==> src/nnfr_pkg.sv <==
// ----------------------------------------------------------------------------
// nnfr_pkg
// Shared types, constants and helpers for the nearest-neighbor forward resize.
// ----------------------------------------------------------------------------
package nnfr_pkg;

  localparam int DIM_W   = 13;
  localparam int COORD_W = 12;
  localparam int RATIO_W = 29;
  localparam int PIX_W   = 32;
  localparam int REP_W   = 4;
  localparam int IDX_W   = 3;
  localparam int PROD_W  = COORD_W + RATIO_W;

  localparam logic [DIM_W-1:0]   MAX_DIM    = 13'd4096;
  localparam logic [REP_W-1:0]   MAX_REPEAT = 4'd8;
  localparam logic [RATIO_W-1:0] ONE_Q16    = 29'd65536;

  localparam logic [IDX_W-1:0] CFG_SRC_WIDTH  = 3'd0;
  localparam logic [IDX_W-1:0] CFG_SRC_HEIGHT = 3'd1;
  localparam logic [IDX_W-1:0] CFG_DST_WIDTH  = 3'd2;
  localparam logic [IDX_W-1:0] CFG_DST_HEIGHT = 3'd3;
  localparam logic [IDX_W-1:0] CFG_X_RATIO    = 3'd4;
  localparam logic [IDX_W-1:0] CFG_Y_RATIO    = 3'd5;

  typedef struct packed {
    logic [DIM_W-1:0]   src_width;
    logic [DIM_W-1:0]   src_height;
    logic [DIM_W-1:0]   dst_width;
    logic [DIM_W-1:0]   dst_height;
    logic [RATIO_W-1:0] x_ratio_q16;
    logic [RATIO_W-1:0] y_ratio_q16;
  } nnfr_cfg_t;

  typedef struct packed {
    logic [PIX_W-1:0]   pixel;
    logic [COORD_W-1:0] base_x;
    logic [COORD_W-1:0] base_y;
    logic [REP_W-1:0]   cols;
    logic [REP_W-1:0]   rows;
  } nnfr_job_t;

  typedef enum logic [1:0] {
    FR_IDLE,
    FR_MUL,
    FR_PUSH
  } front_state_t;

  function automatic logic [DIM_W-1:0] dim_clamp(input logic [DIM_W-1:0] v);
    return (v > MAX_DIM) ? MAX_DIM : v;
  endfunction

endpackage

==> src/nearest_neighbor_forward_resize_top.sv <==
// ----------------------------------------------------------------------------
// nearest_neighbor_forward_resize_top
// Nearest-neighbor forward resize: maps each source pixel to its block of
// destination writes, row by row, with the final write of a pixel marked.
//
//   Channel  Handshake                 Payload
//   cfg      cfg_write_en              cfg_index, cfg_data
//   in       in_valid / in_stall       in_pixel
//   out      out_valid / out_stall     dst_x, dst_y, out_pixel, last
//
// The front end accepts a pixel, multiplies its position and classifies it,
// handing any job that lands in the image to a two-entry queue before it
// takes the next pixel. The write sequencer gives one write per cycle while
// the output is not stalled, and loads a new job only once the last is done.
// Synchronous reset clears the scan position, the queue and the output beat,
// and loads the size registers with 1 and the ratios with 1.0.
// A stalled output holds its beat; the queue lets the front end keep working.
// ----------------------------------------------------------------------------
module nearest_neighbor_forward_resize_top
  import nnfr_pkg::*;
(
  input  logic               clk,
  input  logic               rst,
  input  logic               cfg_write_en,
  input  logic [IDX_W-1:0]   cfg_index,
  input  logic [RATIO_W-1:0] cfg_data,
  input  logic               in_valid,
  output logic               in_stall,
  input  logic [PIX_W-1:0]   in_pixel,
  output logic               out_valid,
  input  logic               out_stall,
  output logic [COORD_W-1:0] dst_x,
  output logic [COORD_W-1:0] dst_y,
  output logic [PIX_W-1:0]   out_pixel,
  output logic               last
);

  nnfr_cfg_t cfg;
  logic      push;
  nnfr_job_t push_job;
  logic      full;
  logic      pop;
  nnfr_job_t pop_job;
  logic      empty;

  always_ff @(posedge clk) begin
    if (rst) begin
      cfg.src_width   <= 13'd1;
      cfg.src_height  <= 13'd1;
      cfg.dst_width   <= 13'd1;
      cfg.dst_height  <= 13'd1;
      cfg.x_ratio_q16 <= ONE_Q16;
      cfg.y_ratio_q16 <= ONE_Q16;
    end else if (cfg_write_en) begin
      unique case (cfg_index)
        CFG_SRC_WIDTH:  cfg.src_width   <= cfg_data[DIM_W-1:0];
        CFG_SRC_HEIGHT: cfg.src_height  <= cfg_data[DIM_W-1:0];
        CFG_DST_WIDTH:  cfg.dst_width   <= cfg_data[DIM_W-1:0];
        CFG_DST_HEIGHT: cfg.dst_height  <= cfg_data[DIM_W-1:0];
        CFG_X_RATIO:    cfg.x_ratio_q16 <= cfg_data;
        CFG_Y_RATIO:    cfg.y_ratio_q16 <= cfg_data;
        default: begin
        end
      endcase
    end
  end

  nnfr_front u_front (
    .clk      (clk),
    .rst      (rst),
    .cfg      (cfg),
    .in_valid (in_valid),
    .in_stall (in_stall),
    .in_pixel (in_pixel),
    .push     (push),
    .push_job (push_job),
    .full     (full)
  );

  nnfr_queue u_queue (
    .clk      (clk),
    .rst      (rst),
    .push     (push),
    .push_job (push_job),
    .full     (full),
    .pop      (pop),
    .pop_job  (pop_job),
    .empty    (empty)
  );

  nnfr_back u_back (
    .clk       (clk),
    .rst       (rst),
    .pop_job   (pop_job),
    .empty     (empty),
    .pop       (pop),
    .out_valid (out_valid),
    .out_stall (out_stall),
    .dst_x     (dst_x),
    .dst_y     (dst_y),
    .out_pixel (out_pixel),
    .last      (last)
  );

  // An accepted pixel keeps the input side stalled while it is scaled.
  assert property (@(posedge clk) disable iff (rst)
    (in_valid && !in_stall) |=> in_stall)
    else $error("input taken while the front end was busy");

  // Every write lands inside the destination image.
  assert property (@(posedge clk) disable iff (rst)
    out_valid |-> (({1'b0, dst_x} < dim_clamp(cfg.dst_width)) &&
                   ({1'b0, dst_y} < dim_clamp(cfg.dst_height))))
    else $error("write outside the destination image");

  // The write sequencer only takes a job when the queue holds one.
  assert property (@(posedge clk) disable iff (rst)
    pop |-> !empty)
    else $error("job taken from an empty queue");

endmodule

==> src/nnfr_front.sv <==
// ----------------------------------------------------------------------------
// nnfr_front
// Accepts source pixels, tracks the scan position, scales the position and
// turns each pixel that lands in the destination into a job of row and column repeats for the back end.
// ----------------------------------------------------------------------------
module nnfr_front
  import nnfr_pkg::*;
(
  input  logic               clk,
  input  logic               rst,
  input  nnfr_cfg_t          cfg,
  input  logic               in_valid,
  output logic               in_stall,
  input  logic [PIX_W-1:0]   in_pixel,
  output logic               push,
  output nnfr_job_t          push_job,
  input  logic               full
);

  front_state_t        state;
  front_state_t        state_next;
  logic [COORD_W-1:0]  scan_col;
  logic [COORD_W-1:0]  scan_row;
  logic [COORD_W-1:0]  col_q;
  logic [COORD_W-1:0]  row_q;
  logic [PIX_W-1:0]    pixel;
  logic [PROD_W-1:0]   prod_x;
  logic [PROD_W-1:0]   prod_y;

  logic                accept;
  logic [DIM_W-1:0]    col_inc;
  logic [DIM_W-1:0]    row_inc;
  logic [DIM_W-1:0]    sw;
  logic [DIM_W-1:0]    sh;
  logic [DIM_W-1:0]    dw;
  logic [DIM_W-1:0]    dh;
  logic [PROD_W-17:0]  base_x;
  logic [PROD_W-17:0]  base_y;
  logic                hit;
  logic [DIM_W-1:0]    span_x;
  logic [DIM_W-1:0]    span_y;
  logic [REP_W-1:0]    rep_x;
  logic [REP_W-1:0]    rep_y;

  function automatic logic [REP_W-1:0] repeat_count(input logic [RATIO_W-1:0] r);
    logic [RATIO_W-17:0] whole;
    whole = r[RATIO_W-1:16];
    if (r <= ONE_Q16) begin
      return 4'd1;
    end
    if (whole >= 13'(MAX_REPEAT - 4'd1)) begin
      return MAX_REPEAT;
    end
    return REP_W'(whole) + 4'd1;
  endfunction

  assign accept  = in_valid && !in_stall;
  assign sw      = dim_clamp(cfg.src_width);
  assign sh      = dim_clamp(cfg.src_height);
  assign dw      = dim_clamp(cfg.dst_width);
  assign dh      = dim_clamp(cfg.dst_height);
  assign col_inc = {1'b0, scan_col} + 13'd1;
  assign row_inc = {1'b0, scan_row} + 13'd1;

  assign base_x = prod_x[PROD_W-1:16];
  assign base_y = prod_y[PROD_W-1:16];
  assign hit    = (base_x < 25'(dw)) && (base_y < 25'(dh));
  assign span_x = dw - base_x[DIM_W-1:0];
  assign span_y = dh - base_y[DIM_W-1:0];
  assign rep_x  = repeat_count(cfg.x_ratio_q16);
  assign rep_y  = repeat_count(cfg.y_ratio_q16);

  always_comb begin
    push_job.pixel  = pixel;
    push_job.base_x = base_x[COORD_W-1:0];
    push_job.base_y = base_y[COORD_W-1:0];
    push_job.cols   = (13'(rep_x) <= span_x) ? rep_x : span_x[REP_W-1:0];
    push_job.rows   = (13'(rep_y) <= span_y) ? rep_y : span_y[REP_W-1:0];
  end

  always_comb begin
    state_next = state;
    unique case (state)
      FR_IDLE: begin
        if (accept) begin
          state_next = FR_MUL;
        end
      end
      FR_MUL: begin
        state_next = FR_PUSH;
      end
      FR_PUSH: begin
        if (!hit || !full) begin
          state_next = FR_IDLE;
        end
      end
      default: begin
        state_next = FR_IDLE;
      end
    endcase
  end

  always_comb begin
    in_stall = 1'b1;
    push     = 1'b0;
    unique case (state)
      FR_IDLE: begin
        in_stall = 1'b0;
      end
      FR_MUL: begin
        in_stall = 1'b1;
      end
      FR_PUSH: begin
        push = hit && !full;
      end
      default: begin
        in_stall = 1'b1;
      end
    endcase
  end

  always_ff @(posedge clk) begin
    if (rst) begin
      state    <= FR_IDLE;
      scan_col <= '0;
      scan_row <= '0;
    end else begin
      state <= state_next;
      if (accept) begin
        if (col_inc >= sw) begin
          scan_col <= '0;
          scan_row <= (row_inc >= sh) ? '0 : row_inc[COORD_W-1:0];
        end else begin
          scan_col <= col_inc[COORD_W-1:0];
        end
      end
    end
  end

  always_ff @(posedge clk) begin
    if (accept) begin
      pixel <= in_pixel;
      col_q <= scan_col;
      row_q <= scan_row;
    end
    if (state == FR_MUL) begin
      prod_x <= PROD_W'(col_q) * PROD_W'(cfg.x_ratio_q16);
      prod_y <= PROD_W'(row_q) * PROD_W'(cfg.y_ratio_q16);
    end
  end

endmodule

==> src/nnfr_queue.sv <==
// ----------------------------------------------------------------------------
// nnfr_queue
// Two-entry job queue that decouples the front end from the write sequencer.
// ----------------------------------------------------------------------------
module nnfr_queue
  import nnfr_pkg::*;
(
  input  logic      clk,
  input  logic      rst,
  input  logic      push,
  input  nnfr_job_t push_job,
  output logic      full,
  input  logic      pop,
  output nnfr_job_t pop_job,
  output logic      empty
);

  nnfr_job_t   slots [2];
  logic        wr_ptr;
  logic        rd_ptr;
  logic [1:0]  count;

  assign full    = (count == 2'd2);
  assign empty   = (count == 2'd0);
  assign pop_job = slots[rd_ptr];

  always_ff @(posedge clk) begin
    if (rst) begin
      wr_ptr <= 1'b0;
      rd_ptr <= 1'b0;
      count  <= 2'd0;
    end else begin
      if (push) begin
        wr_ptr <= !wr_ptr;
      end
      if (pop) begin
        rd_ptr <= !rd_ptr;
      end
      if (push && !pop) begin
        count <= count + 2'd1;
      end else if (pop && !push) begin
        count <= count - 2'd1;
      end
    end
  end

  always_ff @(posedge clk) begin
    if (push) begin
      slots[wr_ptr] <= push_job;
    end
  end

endmodule

==> src/nnfr_back.sv <==
// ----------------------------------------------------------------------------
// nnfr_back
// Write sequencer: walks the rows and columns of one job and emits one
// destination write per beat through an output register.
// ----------------------------------------------------------------------------
module nnfr_back
  import nnfr_pkg::*;
(
  input  logic               clk,
  input  logic               rst,
  input  nnfr_job_t          pop_job,
  input  logic               empty,
  output logic               pop,
  output logic               out_valid,
  input  logic               out_stall,
  output logic [COORD_W-1:0] dst_x,
  output logic [COORD_W-1:0] dst_y,
  output logic [PIX_W-1:0]   out_pixel,
  output logic               last
);

  logic             busy;
  nnfr_job_t        job;
  logic [REP_W-1:0] row_off;
  logic [REP_W-1:0] col_off;
  logic             out_free;
  logic             row_end;
  logic             job_end;

  assign out_free = !out_valid || !out_stall;
  assign pop      = !busy && !empty;
  assign row_end  = (col_off == job.cols - 4'd1);
  assign job_end  = row_end && (row_off == job.rows - 4'd1);

  always_ff @(posedge clk) begin
    if (rst) begin
      busy      <= 1'b0;
      out_valid <= 1'b0;
    end else begin
      if (out_free) begin
        out_valid <= busy;
        if (busy && job_end) begin
          busy <= 1'b0;
        end
      end
      if (pop) begin
        busy <= 1'b1;
      end
    end
  end

  always_ff @(posedge clk) begin
    if (pop) begin
      job     <= pop_job;
      row_off <= '0;
      col_off <= '0;
    end else if (busy && out_free) begin
      dst_x     <= job.base_x + COORD_W'(col_off);
      dst_y     <= job.base_y + COORD_W'(row_off);
      out_pixel <= job.pixel;
      last      <= job_end;
      if (row_end) begin
        col_off <= '0;
        row_off <= row_off + 4'd1;
      end else begin
        col_off <= col_off + 4'd1;
      end
    end
  end

endmodule

==> config.mk <==
export PLATFORM = sky130hd
export DESIGN_NAME = nearest_neighbor_forward_resize_top
export DESIGN_NICKNAME = d
export VERILOG_FILES = /design/src/nnfr_pkg.sv /design/src/nearest_neighbor_forward_resize_top.sv /design/src/nnfr_front.sv /design/src/nnfr_queue.sv /design/src/nnfr_back.sv
export SDC_FILE = /design/constraint.sdc
export NUM_CORES = 2
export LEC_CHECK = 0
export BUFFER_PORTS_ARGS = -buffer_cell sky130_fd_sc_hd__buf_2
export CELL_PAD_IN_SITES_DETAIL_PLACEMENT = 0
export CELL_PAD_IN_SITES_GLOBAL_PLACEMENT = 1
export CORE_ASPECT_RATIO = 1.1
export CORE_MARGIN = 2
export CORE_UTILIZATION = 56
export CTS_CLUSTER_DIAMETER = 60
export DETAILED_ROUTE_END_ITERATION = 7
export GPL_TIMING_DRIVEN = 0
export PLACE_DENSITY_LB_ADDON = 0.12
export SYNTH_ARGS = -nofsm -noshare
export SYNTH_HDL_FRONTEND = slang
export SYNTH_HIERARCHICAL = 1
export SYNTH_SLANG_ARGS = --single-unit
==> constraint.sdc <==
create_clock -name clk -period 12.4 [get_ports clk]
set_input_delay 1.24 -clock clk [delete_from_list [all_inputs] [get_ports clk]]
set_output_delay 1.24 -clock clk [all_outputs]
set_load 0.03 [all_outputs]
# Word-level counts from Yosys, hierarchy flattened
# Memories as Yosys holds them, arrays and structs flattened. A register that Yosys moved wholly into a read port is not among the register bits.
# Cells that the tools add are included.
op_classes:
  addsub: 14
  n_mul: 2
  magnitude_cmp: 14
  n_eq_ne: 12
  mux: 35
  bitwise_logic: 1
  reduce_logical: 38
ops:
  columns: ["operator", "n"]
  rows:
  - ["multiplier 12 x 29 -> 41 bit", 2]
  - ["<= comparator 29 x 17 -> 1 bit (second input constant)", 2]
  - ["> comparator 13 bit (second input constant)", 4]
  - ["two-way mux 13 bit", 4]
  - ["< comparator 25 x 13 -> 1 bit", 2]
  - ["two-way mux 4 bit", 11]
  - ["adder 12 x 1 -> 13 bit (second input constant)", 2]
  - [">= comparator 13 bit", 2]
  - [">= comparator 13 x 3 -> 1 bit (second input constant)", 2]
  - ["<= comparator 4 x 13 -> 1 bit", 2]
  - ["subtractor 13 bit", 2]
  - ["adder 12 x 4 -> 12 bit", 2]
  - ["two-way mux 12 bit", 2]
  - ["AND reduction 2 bit", 11]
  - ["adder 4 x 1 -> 4 bit (second input constant)", 4]
  - ["two-way mux 1 bit", 13]
  - ["logical NOT 1 bit", 10]
  - ["logical AND 1 bit", 9]
  - ["== test 4 bit", 2]
  - ["two-way mux 2 bit", 4]
  - ["subtractor 4 x 1 -> 4 bit (second input constant)", 2]
  - ["== test 3 x 2 -> 1 bit (second input constant)", 2]
  - ["== test 3 bit (second input constant)", 2]
  - ["one-hot mux 2 bit (3 select lines)", 1]
  - ["other kinds (11)", 17]
word_totals:
  ff_bits: 345
  mem_bits_rw: 128
  inputBits: 69
  output_inout_bits: 59
  mem_count: 1
mem_list:
  columns: ["memory", "words", "word_bits", "rd", "rd_ports_with_merged_regs", "write_ports", "line_no", "text"]
  rows:
  - ["u_queue.slots", 2, 64, 1, 1, 1, "nnfr_queue.sv:18", "nnfr_job_t slots [2];"]

# Logic depth before layout (Yosys ltp)
logic_depth:
  depth_word: 10
  mapped_depth: 22

# Modules after synthesis
# The synthesis kept the hierarchy.
modules_own_cells:
  columns: ["mod", "n_inst", "cells_each", "area_each_um2", "seq_area_each_um2"]
  rows:
  - ["nnfr_front", 1, 3190, 28503.6, 3703.6]
  - ["nnfr_back", 1, 268, 4858.4, 3833.7]
  - ["nnfr_queue", 1, 221, 4847.1, 3943.8]
  - ["nearest_neighbor_forward_resize_top", 1, 395, 4365.4, 2202.1]

# Least setup slack after synthesis
# OpenSTA, ideal clock, no wires.
synth_timing:
  kind: "register to register"
  start: "register u_front.row_q[3]"
  end: "register u_front.prod_y[40], data pin"
  setup_ns: 0.258
  arrival_time_ns: 5.689
  required_time_ns: 12.142
  slack_ns: 6.453
  stages_incl_launch_ff: 21
  n_path_buf: 2
  period_less_slack_ns: 5.947
  path_cell_list: "edfxtp_1 clkbuf_1 clkbuf_1 nand2_1 fa_1 inv_1 fa_1 inv_1 fa_1 fa_1 fa_1 inv_1 ha_1 nand4_1 o21bai_1 o211a_1 or4b_4 o221ai_4 o21ai_2 o41a_1 xnor2_1"
synth_between:
  elab_chain_cells: 1
synth_rtl:
  columns: ["element", "line_no", "text"]
  rows:
  - ["start: declaration", "nnfr_front.sv:25", "logic [COORD_W-1:0] row_q;"]
  - ["start signal: assignment", "nnfr_front.sv:144", "row_q <= scan_row;"]
  - ["multiplier 12 x 29 -> 41 bit", "nnfr_front.sv:148", "prod_y <= PROD_W'(row_q) * PROD_W'(cfg.y_ratio_q16);"]
  - ["end signal: assignment", "nnfr_front.sv:148", null]
  - ["end: declaration", "nnfr_front.sv:28", "logic [PROD_W-1:0] prod_y;"]
# Every way passes these cells.
# A chain may end at the register's enable or synchronous reset.

# Final worst setup path
layout_timing:
  start: "register u_front.row_q[6]"
  end: "register u_front.prod_y[33], data pin"
# The elaborated chain is that of the path after synthesis.

==> impl_metrics.py <==
metrics = {
    "power_and_ir_drop": {
        "p_per_area_nw_per_um2": 108,
        "p_total_uw": 5040,
        "ir_drop_mv": 0.119,
        "leakagePower_uw": 0.0212,
    },
    "routing": {
        "drtIter0Drc": 1772,
        "drt_first_pass_iters": 5,
        "vias": 28700,
        "detail-route-antenna-nets": 0,
        "vias_per_cell": 5.44,
        "drt_wl_total_um": 104000,
        "wl_per_cell_um": 19.6,
        "drc": 0,
    },
    "sta": {
        "rsz0062_at_grt": "false",
        "setup_viol_count_final": 0,
        "fin_skew_ns": 0.0701,
        "tightest_slew_ns": 1.21,
        "clock.fmax_mhz": 135,
        "fin_crit_ns": 7.39,
        "fin_crit_sh_pct": 59.6,
        "relSlewSlack_pct": 18.7,
        "slew_viol_final": 0,
        "fin_setup_tns_ns": 0,
        "hold_viol": 0,
    },
    "logic_synthesis": {
        "async_flop_share_pct": 0,
        "synth_flop_cell": "edfxtp_1",
        "synth_edf_count": 355,
        "syn_area_um2": 42600,
        "synth_nets": 4938,
        "ys_seq_area_share_pct": 32.1,
        "synth_area_leaders": "fa_1 (25%), edfxtp_1 (25%), ha_1 (7.4%)",
        "syn_inst": 4074,
        "synth_top_area_share_pct": 25.5,
        "synth_area_per_cell_um2": 10.5,
        "netlist_top_cells_count": "inv_1 (656), nand2_1 (638), fa_1 (542), edfxtp_1 (355), ha_1 (253)",
        "synth_top_area_cell": "fa_1",
        "ys_ff_latch": 506,
        "synth_warnings": 6,
        "ys_types": 86,
        "synth_most_common_cell": "inv_1",
    },
    "placement": {
        "dp.cells": 5179,
        "post-dp-hpwl_um": 82700,
        "globalplace.congestion": 0.885,
        "portBuffers": 127,
    },
    "clock_tree": {
        "clock_sinks": 506,
        "cts_tree": "done",
        "cts_buffers": 54,
        "clk_pin_slew_worst_paths_ns": 0.06,
        "root_buffer": "clkbuf_16",
        "h-tree-depth": 2,
        "cts_buffer_depth": 3,
        "clkLatencyLatePin_ns": 0.66,
        "cts_hold_buf": 0,
        "cts_resized": 0,
        "cts_setup_buffers": 0,
    },
    "critical_path": {
        "path_delay_family": "adder cells",
        "ff2ff_setup_slack_ns": 5.01,
        "slowest_stage": "a211oi_1",
        "r2r_end": "u_front/prod_y[33]",
        "worstReg2RegStart": "u_front/row_q[6]",
        "cp.required_ns": 12.81,
        "worstSetupPathType": "flop to flop",
        "end_kind": "flop",
        "slowest_delay_ns": 0.65,
        "cpMostUsedCell": "fa_1",
        "worstPathCellList": "clkbuf_1, clkbuf_1, nand2_1, fa_1, inv_1, fa_1, fa_1, fa_1, inv_1, fa_1, inv_1, ha_1, a211oi_1, o21ai_0, a211oi_1, a2111oi_4, o211a_1, o21ai_1, nand2_1, o311ai_1",
        "worstPathArrival_ns": 7.80,
        "rr_worst_depth": 20,
        "start_kind": "flop",
        "path_buf_inv": 5,
        "crit_path_max_fanout": 10,
    },
    "floorplan": {
        "ios": 128,
        "initial_utilization_pct": 56.3,
        "die_area_um2": 78200,
        "core_um2": 75600,
        "rows": 106,
        "die_w_um": 267,
        "die_y_um": 293,
    },
    "layout": {
        "final_core_util_pct": 61.5,
        "areaGrowthSynthToFinish_pct": 9.25,
        "final_cells": 5280,
        "diodes": 0,
        "layout-drive-gt1-share_pct": 8.52,
        "fin_nets": 5127,
    },
    "status": {
        "status": "finished, final reports clean",
    },
    "worst_hold_path": {
        "min_path_type": "flop to flop",
        "hold_depth": 0,
        "min_from": "u_back/job[33]",
        "whs_endpoint": "u_back/out_pixel[1]",
    },
    "global_routing": {
        "grt_pass1_wl_um": 165000,
        "grtUsageTotal_pct": 27.4,
        "grt_pass1_vias": 29900,
        "grt-ovfl-total": 0,
        "antenna_found_initial": 0,
        "grt_max_degree": 71,
    },
    "job": {
        "maxCapViolations": 0,
    },
}
worst reg2reg max path: stages (launching register included):
cell and delay, ns:
edfxtp_1 0.39, clkbuf_1 0.52, clkbuf_1 0.60, nand2_1 0.19
fa_1 0.59, inv_1 0.06, fa_1 0.55, fa_1 0.43
fa_1 0.49, inv_1 0.05, fa_1 0.47, inv_1 0.04
ha_1 0.33, a211oi_1 0.20, o21ai_0 0.18, a211oi_1 0.65
a2111oi_4 0.26, o211a_1 0.31, o21ai_1 0.35, nand2_1 0.19
o311ai_1 0.33
routing by layer:
| metal | up-vias | track usage [%] | share of wire [%] |
|---|---|---|---|
| li1 | 13400 | - | - |
| met1 | 14500 | 37.8 | 44 |
| met2 | 706 | 46.2 | 48 |
| met3 | 137 | 3.34 | 5.0 |
| met4 | 0 | 7.14 | 2.6 |
| met5 | - | 0 | 0 |
flip-flops by register name, summed over array words and instances (netlist names), 25 cells and up, named ones only:
signal / cells
u_front/prod_y: 25
u_back/out_pixel: 32
u_back/job: 64
cfg: 110
u_front/pixel: 32
u_queue/slots: 128
u_front/prod_x: 25
cell usage in the layout, fill, tap and decap left out, types with 8 or more instances in the layout:
cell type,count
o211ai_1,9
fa_1,542
nor2_1,85
a31oi_1,8
clkbuf_16,54
a21oi_1,101
o21ai_0,59
a211oi_1,11
inv_1,655
nand4_1,25
nor3b_1,11
xnor2_1,53
clkinv_2,10
mux2_2,72
xor2_1,58
mux2i_1,122
and2_1,193
bufinv_16,9
o21bai_1,9
edfxtp_1,355
dfxtp_1,151
ha_1,253
o21a_1,11
and3_1,23
nor2b_1,18
nor4_1,17
buf_2,135
or3_1,10
buf_4,29
clkbuf_1,168
nand2b_1,148
nand3_1,40
nor3_1,21
nand2_1,638
a21o_1,45
area by class of cell:
| type | count | area (um2) |
|---|---|---|
| Clock buffer | 63 | 1400 |
| Sequential cell | 506 | 13700 |
| Buffer | 209 | 960 |
| Fill cell | 6416 | 29100 |
| Multi-Input combinational cell | 2702 | 25500 |
| Inverter | 657 | 2470 |
| Clock inverter | 38 | 526 |
| Timing Repair Buffer | 133 | 778 |
| Tap cell | 972 | 1220 |
power breakdown:
group	internal (uW)	switching, uW
combinational	401	746
sequential	2090	96.8
clock	1010	697
per-stage QoR:
| step | hold slack (ns) | instance area [um2] | setup slack [ns] |
|---|---|---|---|
| after floorplan | 0.400 | 42600 | 6.45 |
| after global placement | 0.402 | 44400 | 4.13 |
| after detailed placement | 0.405 | 44600 | 5.07 |
| after CTS | 0.417 | 46500 | 5.04 |
| after global routing | 0.421 | 46500 | 4.67 |
| final | 0.419 | 46500 | 5.01 |
worst max-delay path by stage:
stage | from | cells after the start | slack [ns] | endpoint
finish | u_front/row_q[6] | 20 | 5.01 | u_front/prod_y[33]
global route | u_front/row_q[6] | 20 | 4.67 | u_front/prod_y[36]
floorplan | u_front/row_q[3] | 20 | 6.45 | u_front/prod_y[40]
global placement | cfg[83] | 14 | 4.13 | u_queue/slots[0][56]
detailed placement | u_front/row_q[6] | 20 | 5.07 | u_front/prod_y[33]
CTS | u_front/row_q[6] | 20 | 5.04 | u_front/prod_y[33]
cells by family (layout without fill, tap and decap cells):
kind of cell / Yosys count / in the layout / share of synthesized area, %
multiplexers: 194 / 194 / 4.77
buffers and inverters: 866 / 1100 / 8.04
XOR/XNOR: 114 / 114 / 2.42
AO/OA/AOI/OAI: 321 / 321 / 4.98
flip-flops: 506 / 506 / 32.1
adder cells (fa/ha/maj): 795 / 795 / 32.9
AND/OR/NAND/NOR: 1278 / 1278 / 14.7
No activity file was read; power rests on OpenSTA's default activity.
